<file path="config.mk">
export PLATFORM = sky130hd
export DESIGN_NAME = window_magnitude_variance
export DESIGN_NICKNAME = d
export VERILOG_FILES = /design/src/rtl/core/wmv_pkg.sv /design/src/rtl/core/wmv_serial_mul.sv /design/src/rtl/core/wmv_root_div.sv /design/src/rtl/core/window_magnitude_variance.sv
export VERILOG_INCLUDE_DIRS = /design/src /design/src/rtl/core
export SDC_FILE = /design/constraint.sdc
export NUM_CORES = 1
export LEC_CHECK = 0
export BUFFER_PORTS_ARGS = -buffer_cell sky130_fd_sc_hd__buf_4
export CORE_ASPECT_RATIO = 0.75
export CORE_MARGIN = 4
export CORE_UTILIZATION = 40
export CTS_CLUSTER_SIZE = 12
export DETAILED_ROUTE_END_ITERATION = 8
export GPL_ROUTABILITY_DRIVEN = 0
export PLACE_DENSITY = 0.55
export RECOVER_POWER = 100
export SLEW_MARGIN = 20
export SYNTH_ARGS = -nofsm -noshare
export SYNTH_HDL_FRONTEND = slang
export SYNTH_SLANG_ARGS = --single-unit
</file>
<file path="constraint.sdc">
create_clock -name clock -period 5.8 [get_ports clock]
set_input_delay 0 -clock clock [delete_from_list [all_inputs] [get_ports clock]]
set_output_delay 0 -clock clock [all_outputs]
set_load 0.01 [all_outputs]
</file>
<file path="src/rtl/core/window_magnitude_variance_defines.svh">
// assertion macros for the window magnitude variance block
// used by the top level only, no other dependencies
`ifndef WINDOW_MAGNITUDE_VARIANCE_DEFINES_SVH
`define WINDOW_MAGNITUDE_VARIANCE_DEFINES_SVH

`ifndef SYNTHESIS
`define WMV_ASSERT_IMPL(label, clk, rst, ante, cons) \
   label: assert property (@(posedge clk) disable iff (rst) (ante) |-> (cons)) \
      else $error("wmv assertion failed");
`define WMV_ASSERT_NEXT(label, clk, rst, ante, cons) \
   label: assert property (@(posedge clk) disable iff (rst) (ante) |=> (cons)) \
      else $error("wmv assertion failed");
`else
`define WMV_ASSERT_IMPL(label, clk, rst, ante, cons)
`define WMV_ASSERT_NEXT(label, clk, rst, ante, cons)
`endif

`endif

</file>
<file path="src/rtl/core/wmv_pkg.sv">
// shared widths, register indexes and control types for the window magnitude variance block
// no dependencies
package wmv_pkg;

   localparam int SAMPLE_W   = 16;
   localparam int VAR_W      = 33;
   localparam int CSR_IDX_W  = 2;
   localparam int CSR_DATA_W = 9;
   localparam int WIN_W      = 9;
   localparam int DIMS_W     = 3;
   localparam int COMP_W     = 2;
   localparam int STEP_W     = 8;
   localparam int SQACC_W    = 33;
   localparam int ROOT_W     = 17;
   localparam int MSUM_W     = 25;
   localparam int MSQ_W      = 41;
   localparam int NUM_W      = 50;
   localparam int DEN_W      = 16;
   localparam int MUL_A_W    = 41;
   localparam int MUL_B_W    = 25;
   localparam int REM_W      = 20;
   localparam int CNT_W      = 6;

   localparam logic [WIN_W-1:0]  MAX_WINDOW = 9'd256;
   localparam logic [DIMS_W-1:0] MAX_DIMS   = 3'd4;

   localparam logic [CNT_W-1:0] ROOT_STEPS = 6'd17;
   localparam logic [CNT_W-1:0] DIV_STEPS  = 6'd50;

   localparam logic [CSR_IDX_W-1:0] CSR_WINDOW_SIZE = 2'd0;
   localparam logic [CSR_IDX_W-1:0] CSR_NUM_DIMS    = 2'd1;

   typedef enum logic {
      RD_ROOT = 1'b0,
      RD_DIV  = 1'b1
   } rd_mode_type;

   typedef struct packed {
      logic        start;
      rd_mode_type mode;
   } rd_ctrl_type;

endpackage

</file>
<file path="src/rtl/core/wmv_serial_mul.sv">
// shift-add multiplier, one multiplier bit per cycle, stops when no bits remain
// depends on wmv_pkg
module wmv_serial_mul (
   input  logic                         clock,
   input  logic                         reset,
   input  logic                         start,
   input  logic [wmv_pkg::MUL_A_W-1:0]  a,
   input  logic [wmv_pkg::MUL_B_W-1:0]  b,
   output logic                         busy,
   output logic [wmv_pkg::NUM_W-1:0]    product
);
   import wmv_pkg::*;

   logic [MUL_B_W-1:0] b_ff;
   logic [NUM_W-1:0]   a_ff;
   logic [NUM_W-1:0]   acc_ff;

   assign busy    = (b_ff != '0);
   assign product = acc_ff;

   always_ff @(posedge clock) begin
      if (reset) begin
         b_ff <= '0;
      end else if (start) begin
         b_ff <= b;
      end else if (busy) begin
         b_ff <= b_ff >> 1;
      end
   end

   always_ff @(posedge clock) begin
      if (start) begin
         acc_ff <= '0;
         a_ff   <= {{(NUM_W-MUL_A_W){1'b0}}, a};
      end else if (busy) begin
         if (b_ff[0]) begin
            acc_ff <= acc_ff + a_ff;
         end
         a_ff <= {a_ff[NUM_W-2:0], 1'b0};
      end
   end

endmodule

</file>
<file path="src/rtl/core/wmv_root_div.sv">
// restoring square root (two bits a cycle) and restoring divide (one bit a cycle)
// sharing one remainder register and subtractor; depends on wmv_pkg
module wmv_root_div (
   input  logic                        clock,
   input  logic                        reset,
   input  wmv_pkg::rd_ctrl_type        ctrl,
   input  logic [wmv_pkg::NUM_W-1:0]   opnd,
   input  logic [wmv_pkg::DEN_W-1:0]   divisor,
   output logic                        busy,
   output logic [wmv_pkg::ROOT_W-1:0]  root,
   output logic [wmv_pkg::VAR_W-1:0]   quotient
);
   import wmv_pkg::*;

   logic [CNT_W-1:0]  count_ff;
   rd_mode_type       mode_ff;
   logic [DEN_W-1:0]  div_ff;
   logic [REM_W-1:0]  rem_ff;
   logic [ROOT_W-1:0] root_ff;
   logic [NUM_W-1:0]  work_ff;

   logic [REM_W-1:0]  rem_sh;
   logic [REM_W-1:0]  trial;
   logic [REM_W:0]    diff;
   logic              ge;

   assign busy     = (count_ff != '0);
   assign root     = root_ff;
   assign quotient = work_ff[VAR_W-1:0];

   always_comb begin
      if (mode_ff == RD_ROOT) begin
         rem_sh = {rem_ff[REM_W-3:0], work_ff[NUM_W-1:NUM_W-2]};
         trial  = {1'b0, root_ff, 2'b01};
      end else begin
         rem_sh = {rem_ff[REM_W-2:0], work_ff[NUM_W-1]};
         trial  = {{(REM_W-DEN_W){1'b0}}, div_ff};
      end
      diff = {1'b0, rem_sh} - {1'b0, trial};
      ge   = ~diff[REM_W];
   end

   always_ff @(posedge clock) begin
      if (reset) begin
         count_ff <= '0;
      end else if (ctrl.start) begin
         count_ff <= (ctrl.mode == RD_ROOT) ? ROOT_STEPS : DIV_STEPS;
      end else if (busy) begin
         count_ff <= count_ff - 1'b1;
      end
   end

   always_ff @(posedge clock) begin
      if (ctrl.start) begin
         mode_ff <= ctrl.mode;
         div_ff  <= divisor;
         rem_ff  <= '0;
         root_ff <= '0;
         if (ctrl.mode == RD_ROOT) begin
            work_ff <= {1'b0, opnd[SQACC_W-1:0], {(NUM_W-SQACC_W-1){1'b0}}};
         end else begin
            work_ff <= opnd;
         end
      end else if (busy) begin
         rem_ff <= ge ? diff[REM_W-1:0] : rem_sh;
         if (mode_ff == RD_ROOT) begin
            root_ff <= {root_ff[ROOT_W-2:0], ge};
            work_ff <= {work_ff[NUM_W-3:0], 2'b00};
         end else begin
            work_ff <= {work_ff[NUM_W-2:0], ge};
         end
      end
   end

endmodule

</file>
<file path="src/rtl/core/window_magnitude_variance.sv">
// window magnitude variance top level: sequencer, accumulators, config and result register
// depends on wmv_pkg, wmv_serial_mul, wmv_root_div and window_magnitude_variance_defines.svh
// one word at a time: each component is squared by the shift-add multiplier, one bit a cycle;
// the last component of a time step adds the magnitude root and the magnitude square;
// the last step of a window of two or more steps adds three shift-add multiplies and a divide
// strobe with busy low; results cannot be stalled; sync reset: window 1, dims 1, sums cleared
`include "window_magnitude_variance_defines.svh"

module window_magnitude_variance (
   input  logic                              clock,
   input  logic                              reset,
   input  logic                              start,
   input  logic signed [wmv_pkg::SAMPLE_W-1:0] req_component,
   output logic                              busy,
   output logic                              rsp_valid,
   output logic [wmv_pkg::VAR_W-1:0]         rsp_variance,
   input  logic                              csr_wr_en,
   input  logic [wmv_pkg::CSR_IDX_W-1:0]     csr_index,
   input  logic [wmv_pkg::CSR_DATA_W-1:0]    csr_wdata
);
   import wmv_pkg::*;

   typedef enum logic [7:0] {
      S_IDLE   = 8'b0000_0001,
      S_SQUARE = 8'b0000_0010,
      S_ROOT   = 8'b0000_0100,
      S_MSQ    = 8'b0000_1000,
      S_NMUL   = 8'b0001_0000,
      S_SMUL   = 8'b0010_0000,
      S_DMUL   = 8'b0100_0000,
      S_DIV    = 8'b1000_0000
   } state_type;

   state_type          state_ff, state_in;
   logic [WIN_W-1:0]   win_ff, win_in;
   logic [DIMS_W-1:0]  dims_ff, dims_in;
   logic [COMP_W-1:0]  comp_ff, comp_in;
   logic [STEP_W-1:0]  step_ff, step_in;
   logic [SQACC_W-1:0] sqacc_ff, sqacc_in;
   logic [MSUM_W-1:0]  msum_ff, msum_in;
   logic [MSQ_W-1:0]   msq_ff, msq_in;
   logic [WIN_W-1:0]   n_ff, n_in;
   logic [NUM_W-1:0]   num_ff, num_in;
   logic               rsp_valid_ff, rsp_valid_in;
   logic [VAR_W-1:0]   rsp_var_ff, rsp_var_in;

   logic [WIN_W-1:0]   eff_win;
   logic [DIMS_W-1:0]  eff_dims;
   logic [SAMPLE_W-1:0] mag;
   logic [SQACC_W-1:0] sq_sum;
   logic [DIMS_W-1:0]  comp_next;
   logic [WIN_W-1:0]   step_next;
   logic [MSQ_W-1:0]   msq_sum;
   logic [MSUM_W-1:0]  msum_sum;
   logic [WIN_W-1:0]   n_less;

   logic               mul_start;
   logic [MUL_A_W-1:0] mul_a;
   logic [MUL_B_W-1:0] mul_b;
   logic               mul_busy;
   logic [NUM_W-1:0]   mul_product;

   rd_ctrl_type        rd_ctrl;
   logic [NUM_W-1:0]   rd_opnd;
   logic [DEN_W-1:0]   rd_divisor;
   logic               rd_busy;
   logic [ROOT_W-1:0]  rd_root;
   logic [VAR_W-1:0]   rd_quot;

   wmv_serial_mul u_mul (
      .clock   (clock),
      .reset   (reset),
      .start   (mul_start),
      .a       (mul_a),
      .b       (mul_b),
      .busy    (mul_busy),
      .product (mul_product)
   );

   wmv_root_div u_root_div (
      .clock    (clock),
      .reset    (reset),
      .ctrl     (rd_ctrl),
      .opnd     (rd_opnd),
      .divisor  (rd_divisor),
      .busy     (rd_busy),
      .root     (rd_root),
      .quotient (rd_quot)
   );

   assign busy         = (state_ff != S_IDLE);
   assign rsp_valid    = rsp_valid_ff;
   assign rsp_variance = rsp_var_ff;

   always_comb begin
      if (win_ff == '0) begin
         eff_win = 9'd1;
      end else if (win_ff > MAX_WINDOW) begin
         eff_win = MAX_WINDOW;
      end else begin
         eff_win = win_ff;
      end
      if (dims_ff == '0) begin
         eff_dims = 3'd1;
      end else if (dims_ff > MAX_DIMS) begin
         eff_dims = MAX_DIMS;
      end else begin
         eff_dims = dims_ff;
      end
   end

   // magnitude of the sample, most negative value gives 2^15
   assign mag       = req_component[SAMPLE_W-1] ? (~req_component + 1'b1) : req_component;
   assign sq_sum    = sqacc_ff + mul_product[SQACC_W-1:0];
   assign comp_next = {1'b0, comp_ff} + 3'd1;
   assign step_next = {1'b0, step_ff} + 9'd1;
   assign msq_sum   = msq_ff + {{(MSQ_W-SQACC_W){1'b0}}, mul_product[SQACC_W-1:0]};
   assign msum_sum  = msum_ff + {{(MSUM_W-ROOT_W){1'b0}}, rd_root};
   assign n_less    = n_ff - 9'd1;

   always_comb begin
      state_in     = state_ff;
      win_in       = win_ff;
      dims_in      = dims_ff;
      comp_in      = comp_ff;
      step_in      = step_ff;
      sqacc_in     = sqacc_ff;
      msum_in      = msum_ff;
      msq_in       = msq_ff;
      n_in         = n_ff;
      num_in       = num_ff;
      rsp_valid_in = 1'b0;
      rsp_var_in   = rsp_var_ff;
      mul_start    = 1'b0;
      mul_a        = '0;
      mul_b        = '0;
      rd_ctrl      = '{start: 1'b0, mode: RD_ROOT};
      rd_opnd      = '0;
      rd_divisor   = '0;

      unique case (state_ff)
         S_IDLE: begin
            if (start) begin
               mul_start = 1'b1;
               mul_a     = {{(MUL_A_W-SAMPLE_W){1'b0}}, mag};
               mul_b     = {{(MUL_B_W-SAMPLE_W){1'b0}}, mag};
               state_in  = S_SQUARE;
            end
         end
         S_SQUARE: begin
            if (!mul_busy) begin
               if (comp_next < eff_dims) begin
                  sqacc_in = sq_sum;
                  comp_in  = comp_next[COMP_W-1:0];
                  state_in = S_IDLE;
               end else begin
                  sqacc_in = '0;
                  comp_in  = '0;
                  rd_ctrl  = '{start: 1'b1, mode: RD_ROOT};
                  rd_opnd  = {{(NUM_W-SQACC_W){1'b0}}, sq_sum};
                  state_in = S_ROOT;
               end
            end
         end
         S_ROOT: begin
            if (!rd_busy) begin
               msum_in   = msum_sum;
               mul_start = 1'b1;
               mul_a     = {{(MUL_A_W-ROOT_W){1'b0}}, rd_root};
               mul_b     = {{(MUL_B_W-ROOT_W){1'b0}}, rd_root};
               state_in  = S_MSQ;
            end
         end
         S_MSQ: begin
            if (!mul_busy) begin
               if (step_next < eff_win) begin
                  msq_in   = msq_sum;
                  step_in  = step_next[STEP_W-1:0];
                  state_in = S_IDLE;
               end else if (step_next < 9'd2) begin
                  // single step window
                  rsp_valid_in = 1'b1;
                  rsp_var_in   = '0;
                  comp_in      = '0;
                  step_in      = '0;
                  sqacc_in     = '0;
                  msum_in      = '0;
                  msq_in       = '0;
                  state_in     = S_IDLE;
               end else begin
                  msq_in    = msq_sum;
                  n_in      = step_next;
                  mul_start = 1'b1;
                  mul_a     = msq_sum;
                  mul_b     = {{(MUL_B_W-WIN_W){1'b0}}, step_next};
                  state_in  = S_NMUL;
               end
            end
         end
         S_NMUL: begin
            if (!mul_busy) begin
               num_in    = mul_product;
               mul_start = 1'b1;
               mul_a     = {{(MUL_A_W-MSUM_W){1'b0}}, msum_ff};
               mul_b     = msum_ff;
               state_in  = S_SMUL;
            end
         end
         S_SMUL: begin
            if (!mul_busy) begin
               num_in    = num_ff - mul_product;
               mul_start = 1'b1;
               mul_a     = {{(MUL_A_W-WIN_W){1'b0}}, n_ff};
               mul_b     = {{(MUL_B_W-WIN_W){1'b0}}, n_less};
               state_in  = S_DMUL;
            end
         end
         S_DMUL: begin
            if (!mul_busy) begin
               rd_ctrl    = '{start: 1'b1, mode: RD_DIV};
               rd_opnd    = num_ff;
               rd_divisor = mul_product[DEN_W-1:0];
               state_in   = S_DIV;
            end
         end
         S_DIV: begin
            if (!rd_busy) begin
               rsp_valid_in = 1'b1;
               rsp_var_in   = rd_quot;
               comp_in      = '0;
               step_in      = '0;
               sqacc_in     = '0;
               msum_in      = '0;
               msq_in       = '0;
               state_in     = S_IDLE;
            end
         end
         default: begin
            state_in = S_IDLE;
         end
      endcase

      // writes to the window size or dims register restart the window
      if (csr_wr_en && (csr_index == CSR_WINDOW_SIZE || csr_index == CSR_NUM_DIMS)) begin
         if (csr_index == CSR_WINDOW_SIZE) begin
            win_in = csr_wdata[WIN_W-1:0];
         end else begin
            dims_in = csr_wdata[DIMS_W-1:0];
         end
         comp_in  = '0;
         step_in  = '0;
         sqacc_in = '0;
         msum_in  = '0;
         msq_in   = '0;
      end
   end

   always_ff @(posedge clock) begin
      if (reset) begin
         state_ff     <= S_IDLE;
         win_ff       <= 9'd1;
         dims_ff      <= 3'd1;
         comp_ff      <= '0;
         step_ff      <= '0;
         sqacc_ff     <= '0;
         msum_ff      <= '0;
         msq_ff       <= '0;
         rsp_valid_ff <= 1'b0;
      end else begin
         state_ff     <= state_in;
         win_ff       <= win_in;
         dims_ff      <= dims_in;
         comp_ff      <= comp_in;
         step_ff      <= step_in;
         sqacc_ff     <= sqacc_in;
         msum_ff      <= msum_in;
         msq_ff       <= msq_in;
         rsp_valid_ff <= rsp_valid_in;
      end
   end

   always_ff @(posedge clock) begin
      n_ff       <= n_in;
      num_ff     <= num_in;
      rsp_var_ff <= rsp_var_in;
   end

   `WMV_ASSERT_NEXT(a_rsp_single, clock, reset, rsp_valid, !rsp_valid)
   `WMV_ASSERT_IMPL(a_rsp_idle, clock, reset, rsp_valid, !busy)
   `WMV_ASSERT_NEXT(a_accept_busy, clock, reset, start && !busy, busy)
   `WMV_ASSERT_IMPL(a_units_exclusive, clock, reset, mul_busy, !rd_busy)

endmodule

</file>
# After elaboration in Yosys (flattened, before gate mapping)
# Index checks and enable logic that the tools add are counted.
# totals
regBits	456
inputBits	31
out_inout_bits	35
elab_cells	195
# op_classes
addsub	11
order_cmp	5
n_eq_ne	21
mux	100
bitwise	8
reduce_logical	28
# op_table
operator	n
50-bit two-way mux	7
41-bit two-way mux	8
33-bit two-way mux	9
25-bit two-way mux	9
41-bit one-hot mux with 5 select lines	1
50-bit one-hot mux with 2 select lines	2
25-bit one-hot mux with 5 select lines	1
33-bit one-hot mux with 3 select lines	1
8-bit two-way mux	12
41-bit one-hot mux with 2 select lines	1
25-bit one-hot mux with 3 select lines	1
33-bit one-hot mux with 2 select lines	1
8-bit one-hot mux with 8 select lines	1
9-bit two-way mux	7
50-bit adder	1
50-bit subtractor	1
16-bit two-way mux	3
41-bit by 33-bit adder with 41-bit output	1
19-bit two-way mux	2
17-bit two-way mux	2
33-bit adder	1
25-bit by 17-bit adder with 25-bit output	1
25-bit nonzero test	1
20-bit by 19-bit subtractor with 21-bit output	1
other kinds (50)	98

# Longest topological paths before layout
# Gate-level depths: netlist of the first run.
# depth
depth_word	9
depth_mapped	18
depth_no_buf	16

# Modules after synthesis
# Synthesis of the first run repeated with hierarchy kept, for this count alone.
# unflattened
cells_unflattened	3649
area_unflattened_um2	32054.5
# modules_own_cells
mod	n_inst	cells_each	area_per_inst_um2	seq_area_each_um2
window_magnitude_variance	1	2131	17621.9	5365.1
wmv_serial_mul	1	851	7751.2	2912.8
wmv_root_div	1	667	6681.4	2852.7

# Least setup slack after synthesis of the first run
# OpenSTA, ideal clock, no wires.
# synth_path
path_type	flip-flop to flip-flop
from	register state_ff[5]
to	register u_mul.a_ff[0], enable pin
setup_time_ns	0.399
t_arrival_ns	4.525
t_required_ns	5.401
setup_slack_ns	0.876
stages_incl_launch_ff	11
path_buffers	2
synth_period_minus_slack_ns	4.924
path_cell_list	dfxtp_1 -> or4_1 -> or3_1 -> nor3b_4 -> nor2_1 -> nor2_2 -> a211oi_1 -> and2_1 -> buf_2 -> buf_2 -> nand2_1
# synth_via
elab_chain_len	4
word_cells_on_any_way	8
classes_between	eq/ne (5); mux (1); reduce/logical (2)
# synth_rtl
item	line	source
start, declared	window_magnitude_variance.sv:34	state_type state_ff, state_in;
start signal, assigned	window_magnitude_variance.sv:270	state_ff <= state_in;
8-bit by 6-bit == test with 1-bit output / 8-bit by 5-bit == test with 1-bit output (equally long branches)	window_magnitude_variance.sv:141	unique case (state_ff)
2-bit OR reduction (no source line)	n/a	
1-bit one-hot mux with 4 select lines *	window_magnitude_variance.sv:141	
2-bit nonzero test (no source line) *	n/a	
end signal, assigned	wmv_serial_mul.sv:34	a_ff <= {{(NUM_W-MUL_A_W){1'b0}}, a};
end signal, assigned	wmv_serial_mul.sv:39	a_ff <= {a_ff[NUM_W-2:0], 1'b0};
end, declared	wmv_serial_mul.sv:15	logic [NUM_W-1:0] a_ff;
# Every way passes the cells marked *; elsewhere a longest branch is shown, timed or not.
# A chain may end at the register's enable or synchronous reset.

# Worst setup path in the final report of the first run
# layout_path
from	register step_ff[2]
to	register u_mul.a_ff[1] (data pin)
# layout_via
elab_chain_len	7
word_cells_on_any_way	12
classes_between	add/sub (1); order compare (2); mux (9)
# layout_rtl
item	line	source
start, declared	window_magnitude_variance.sv:38	logic [STEP_W-1:0] step_ff, step_in;
start signal, assigned	window_magnitude_variance.sv:274	step_ff <= step_in;
8-bit by 1-bit adder with 9-bit output *	window_magnitude_variance.sv:116	assign step_next = {1'b0, step_ff} + 9'd1;
named net step_next[7]	window_magnitude_variance.sv:52	logic [WIN_W-1:0] step_next;
9-bit by 2-bit less-than comparator with 1-bit output	window_magnitude_variance.sv:180	end else if (step_next < 9'd2) begin
41-bit two-way mux / 1-bit two-way mux (equally long branches)	window_magnitude_variance.sv:180	
41-bit two-way mux / 1-bit two-way mux (equally long branches)	window_magnitude_variance.sv:176	if (step_next < eff_win) begin
41-bit two-way mux / 1-bit two-way mux (equally long branches)	window_magnitude_variance.sv:175	if (!mul_busy) begin
41-bit one-hot mux with 5 select lines / 1-bit one-hot mux with 4 select lines (equally long branches)	window_magnitude_variance.sv:141	
41-bit two-way mux *	wmv_serial_mul.sv:32	if (start) begin
# The timed path passes the listed nets; every way through them passes the cells marked *.

==> results of run 1 <==
## cells by family (layout without fill, tap and decap cells)
group	Yosys count	after routing	synth area share
mux	135	135	0.0458
flops	456	456	0.369
xor+xnor	214	214	0.0621
compound gates	1039	1039	0.224
simple gates	1059	1059	0.168
buf+inv	300	378	0.0389
fa+ha+maj	220	220	0.0927
## path summary, 6_finish.rpt
check,slack [ns],from,end
setup / recovery,0.70,step_ff[2],u_mul.a_ff[1]
hold / removal,0.13,req_component[15],u_mul.b_ff[10]
setup reg to reg,0.70,step_ff[2],u_mul.a_ff[1]
hold reg to reg,0.46,u_mul.b_ff[3],u_mul.b_ff[2]
## state kept, by name, indices dropped and copies added (netlist names), 3 cells and up
signal	cells
u_root_div.work_ff	50
win_ff	9
u_root_div.root	17
u_mul.a_ff	50
u_mul.product	50
msum_ff	25
rsp_variance	33
u_root_div.count_ff	6
sqacc_ff	33
dims_ff	3
u_root_div.rem_ff	19
msq_ff	41
step_ff	8
num_ff	50
u_root_div.div_ff	16
state_ff	8
u_mul.b_ff	25
n_ff	9
## layer usage
layer / part of all wire / GRT usage
met5: 0 / 0
met2: 0.37 / 0.298
met3: 0.080 / 0.0367
met1: 0.53 / 0.368
met4: 0.014 / 0.0392
## power by group
| part | internal [mW] | switching (mW) | leakage, nW |
|---|---|---|---|
| Sequential | 4.12 | 0.722 | 4.03 |
| Clock | 2.22 | 1.44 | 0.907 |
| Combinational | 1.85 | 2.74 | 8.81 |
| Total | 8.19 | 4.90 | 13.7 |
## what timing repair did
| item | 4_1_cts | 5_1_grt |
|---|---|---|
| hold buffers | 42 | 0 |
| hold endpoints to repair | 55 | 0 |
| gates resized for setup | 0 | 0 |
## tightest hold or removal path, delay by kind of cell
family,cells,cell delay (ns)
AOI/OAI and AO/OA,2,0.32
xor gates and xnor gates,1,0.13
buffers and inverters,1,0.17
and+or+nand+nor,1,0.08
## stage by stage
step / cell area, um^2 / instances / util
floorplan: 30200 / 3423 / -
global placement: 31600 / 4328 / 0.426
detailed placement: 31600 / 4328 / 0.426
CTS: 33900 / 4469 / 0.457
global route: 33600 / 4469 / 0.453
finish: 33600 / 4469 / 0.453
## cell usage in the layout, fill, tap and decap left out, types with 27 or more instances in the layout
| master | n |
|---|---|
| nand2_1 | 326 |
| a21oi_1 | 320 |
| nor2_1 | 297 |
| dfxtp_1 | 255 |
| o21ai_0 | 223 |
| ha_1 | 214 |
| edfxtp_1 | 200 |
| xnor2_1 | 143 |
| inv_1 | 132 |
| mux2i_1 | 111 |
| a21o_1 | 108 |
| nand3_1 | 87 |
| xor2_1 | 71 |
| a22oi_1 | 61 |
| nor3_1 | 58 |
| clkbuf_16 | 56 |
| clkbuf_1 | 56 |
| buf_4 | 51 |
| dlygate4sd3_1 | 42 |
| and2_1 | 41 |
| and3_1 | 36 |
| nand2b_1 | 34 |
| a22o_1 | 33 |
| nand4_1 | 28 |
| nor2b_1 | 28 |
| a211oi_1 | 27 |
## final cells by class
type / instances / area [um^2]
clock buffers: 69 / 1460
clock inverters: 30 / 413
fillers: 7231 / 40600
inverters: 135 / 509
multi-input cells: 2667 / 17800
flip-flops and latches: 456 / 11100
well taps: 968 / 1210
repair buffers: 144 / 1020
==> impl_metrics.toml, run 1 <==
[synthesis]
synth_area_leaders = "edfxtp_1, dfxtp_1, ha_1"
async_flop_share = 0
synth.cell_area_um2 = 30200
synth-seq-cells = 456
synth_edf_count = 200
avgSynthCellArea_um2 = 8.82
synth_commonest_cells = "nand2_1, a21oi_1, nor2_1"
yosysMostFrequentCell = "nand2_1"
synth_cell_types = 106
yosys_warnings = 0
yosysTopAreaCell = "edfxtp_1"
ys.flop_type = "dfxtp_1"
postSynthCellCount = 3423
netlist.area_leader.share = 0.199
syn_nets = 3674
yosysSeqAreaShare = 0.369

[global_route]
grt_usage = 0.223
antenna_found_initial = 1
grt_max_degree = 67
grt-ovfl-total = 0
grt_pass1_vias = 23410
grt_pass1_wl_mm = 142

[critical_path]
slowest_stage = "a21oi_1"
crit_chain = "and3_1 > and3_1 > nand3_1 > xnor2_1 > ha_1 > a21oi_1 > nor3b_1 > a22oi_1 > a21oi_1 > nor2_8 > nand2_1 > inv_4 > or4_4 > o2111ai_1 > o21a_1"
cp_slowest_stage_delay_ns = 0.81
critPathLaunchType = "flop"
worst_ep_arrival_time_ns = 5.58
cp.depth = 15
reg2reg_depth = 15
cp_max_fo = 46
cp.buffers_inverters = 1
worstPathRequired_ns = 6.27
cp_top_family = "simple AND/OR/NAND/NOR gates"
crit_type = "reg2reg"
cp-end-kind = "flop"

[power_and_ir_drop]
leakagePower_nw = 13.7
p_total_mw = 13.1
max-vdd-ir-drop_mv = 0.210
power_density_nw_per_um2 = 390

[detailed_routing]
routed_via_density = 5.76
wirelength_mm = 92.0
postRouteAntennaNets = 0
wl_per_cell_um = 20.6
drt_first_pass_iters = 6
vias = 25723
drt_iter0_markers = 2634
drc = 0

[timing]
relSlewSlack = -0.502
setup_slack_ns = 0.698
period_minus_slack_ns = 5.10
tns_ns = 0
setup_viol = 0
slew_violations = 326
timing_hold_violations_final = 0
skew_ns = 0.0196
fin_crit_sh = 0.880
max_freq_mhz = 196
rsz0062_at_grt = "false"
tightestPinTransition_ns = 2.25
whs_ns = 0.127

[clocking]
numClockSinks = 456
cts_root_buffer = "clkbuf_16"
cts_made_buffers = 53
clock_latency_ns = 0.62
cts_tree = "done"
htreeDepth = 2
path_clk_slew_ns = 0.06
cts_setup_buffers = 0
cts_buffer_depth = 3

[placed_design]
dp_slack_ns = 1.22
place.port_buffers = 65
dpl.hpwl_mm = 68.3

[floorplan]
core.rowCount = 86
core_area_um2 = 74100
pin_count = 66
die-area_um2 = 80000
start_util = 0.407
die_w_um = 325
dieHeight_um = 246

[final_layout]
area_growth_pct = 11.2
finalNetCount = 3708
antenna_cells = 0
drive_above_1_share = 0.0606

[status]
violations = "capacitance limit, slew limit"
status = "complete, but fails checks"

[worst_hold_path]
hold_depth = 5
min_path_type = "in2reg"

[run]
cap_violations = 8
(Power assumes the default switching activity.)
==> run 2, diff against run 1 <==
- RECOVER_POWER: 100 -> 25
- SLEW_MARGIN: 20 -> 0
==> impl_metrics.toml, run 2 (synthesis results as in run 1) <==
[status]
status = "complete, but fails checks"
violations = "capacitance limit, slew limit"

[power_and_ir_drop]
leakagePower_nw = 13.8
max-vdd-ir-drop_mv = 0.211
power_density_nw_per_um2 = 389

[timing]
skew_ns = 0.0210
slew_violations = 217
fin_crit_sh = 0.850
tns_ns = 0
rsz0062_at_grt = "false"
whs_ns = 0.134
timing_hold_violations_final = 0
max_freq_mhz = 203
tightestPinTransition_ns = 2.20
relSlewSlack = -0.465
setup_viol = 0
period_minus_slack_ns = 4.93

[critical_path]
crit_type = "reg2reg"
crit_start = "comp_ff[0]"
slowest_stage = "clkbuf_1"
cp.buffers_inverters = 2
cp_max_fo = 34
cp-end-kind = "flop"
crit_chain = "ha_1 > ha_1 > a21o_1 > a21oi_1 > clkbuf_1 > nor2b_1 > o21ai_0 > or2_0 > clkbuf_1 > nor3b_1 > a221o_1"
cp.depth = 11
cp_top_family = "buffers and inverters"
critPathLaunchType = "flop"
critPathCapture = "u_root_div.work_ff[18]"
reg2reg_slack_ns = 0.87
reg2reg_to = "u_root_div.work_ff[18]"
r2r_start = "comp_ff[0]"
reg2reg_depth = 11
worstPathRequired_ns = 6.16
worst_ep_arrival_time_ns = 5.29
cp_slowest_stage_delay_ns = 1.47

[detailed_routing]
drt_iter0_markers = 2593
dr_wl_met3_mm = 6.89
wl_met1_mm = 49.4
postRouteAntennaNets = 0
top_layer = "met4"
drc = 0
wl_per_cell_um = 20.6
drt_first_pass_iters = 7
wirelength_mm = 92.0
routed_via_density = 5.77
vias = 25774
wl_met2_mm = 34.4

[floorplan]
core.rowCount = 86
core_area_um2 = 74100
die_w_um = 325
start_util = 0.407
dieHeight_um = 246
die-area_um2 = 80000
pin_count = 66

[worst_hold_path]
hold_depth = 5
min_path_type = "in2reg"

[final_layout]
layout_commonest_cell = "nand2_1"
filler_cell_count = 7212
antenna_cells = 0
drive_above_1_share = 0.0666
area_growth_pct = 11.6
final_cell_mix = "nand2_1, a21oi_1, nor2_1, dfxtp_1, o21ai_0"
final_cell_count_no_fill = 4469
finalNetCount = 3708

[clocking]
cts_buffer_depth = 3
numClockSinks = 456
cts_made_buffers = 53
cts_root_buffer = "clkbuf_16"
path_clk_slew_ns = 0.06
cts_setup_buffers = 0
cts_tree = "done"
clock_latency_ns = 0.62
htreeDepth = 2

[global_route]
grt_usage = 0.223
antenna_found_initial = 1
grt_max_degree = 67
grt_pass1_wl_mm = 142
grt-ovfl-total = 0
grt_pass1_vias = 23410

[run]
cap_violations = 5

[placed_design]
placedCellCount = 4328
place.port_buffers = 65
dpl.hpwl_mm = 68.3
==> run 2: changes by cell type in the layout (fill, tap and decap cells not counted), moves of 4 or more <==
cell,before,now
a21oi_1,320,313
a21oi_2,2,8
buf_4,51,57
nand2_1,326,322
o21ai_0,223,219
o21ai_1,8,12
==> run 2: layout make-up <==
cell class / instances / area, um^2 / share of cell area
inverter: 135 / 509 / 0.0151
clock inverter: 30 / 413 / 0.0123
timing repair buffer: 144 / 1040 / 0.0308
tap: 968 / 1210 / 0.0360
clock buffer: 69 / 1460 / 0.0435
multi-input combinational: 2667 / 17900 / 0.532
sequential: 456 / 11100 / 0.331
==> run 2: how the worst min path moves through the flow <==
stage	from	end
final	req_component[15]	u_mul.b_ff[10]
after global routing	req_component[8]	u_mul.b_ff[9]
after CTS	req_component[4]	u_mul.b_ff[4]
after detailed placement	csr_wdata[0]	win_ff[0]
after global placement	csr_wdata[0]	win_ff[0]
after floorplan	csr_wdata[0]	win_ff[0]
==> run 2: per-stage QoR <==
| step | worst slack, ns | util | power (mW) | instance area, um^2 |
|---|---|---|---|---|
| floorplan | 0.876 | - | 7.99 | 30200 |
| global placement | 1.33 | 0.426 | 9.40 | 31600 |
| detailed placement | 1.22 | 0.426 | 9.39 | 31600 |
| CTS | 1.19 | 0.457 | 13.1 | 33900 |
| global route | 0.516 | 0.454 | 13.9 | 33700 |
| finish | 0.869 | 0.454 | 13.1 | 33700 |
==> run 2: where the power goes <==
part	switching [mW]	total, mW	internal [mW]
clock	1.44	3.66	2.22
sequential	0.724	4.84	4.12
combinational	2.75	4.60	1.85
==> run 2: worst reg2reg max path, delay by kind of cell, from the launching register on <==
| kind | cells | cell delay [ns] |
|---|---|---|
| buffers and inverters | 2 | 1.96 |
| flip-flops | 1 | 0.34 |
| AO/OA/AOI/OAI | 4 | 1.02 |
| AND/OR/NAND/NOR | 3 | 0.73 |
| adder cells (fa/ha/maj) | 2 | 0.63 |
==> run 2: metal layers <==
metal,GRT usage,vias up
met5,0,-
met4,0.0392,0
met2,0.298,838
met1,0.368,12203
met3,0.0367,84
li1,-,12649
==> run 2: timing repair <==
action	CTS	global route
hold buffers	42	0
hold endpoints to repair	55	0
resized for setup	0	0
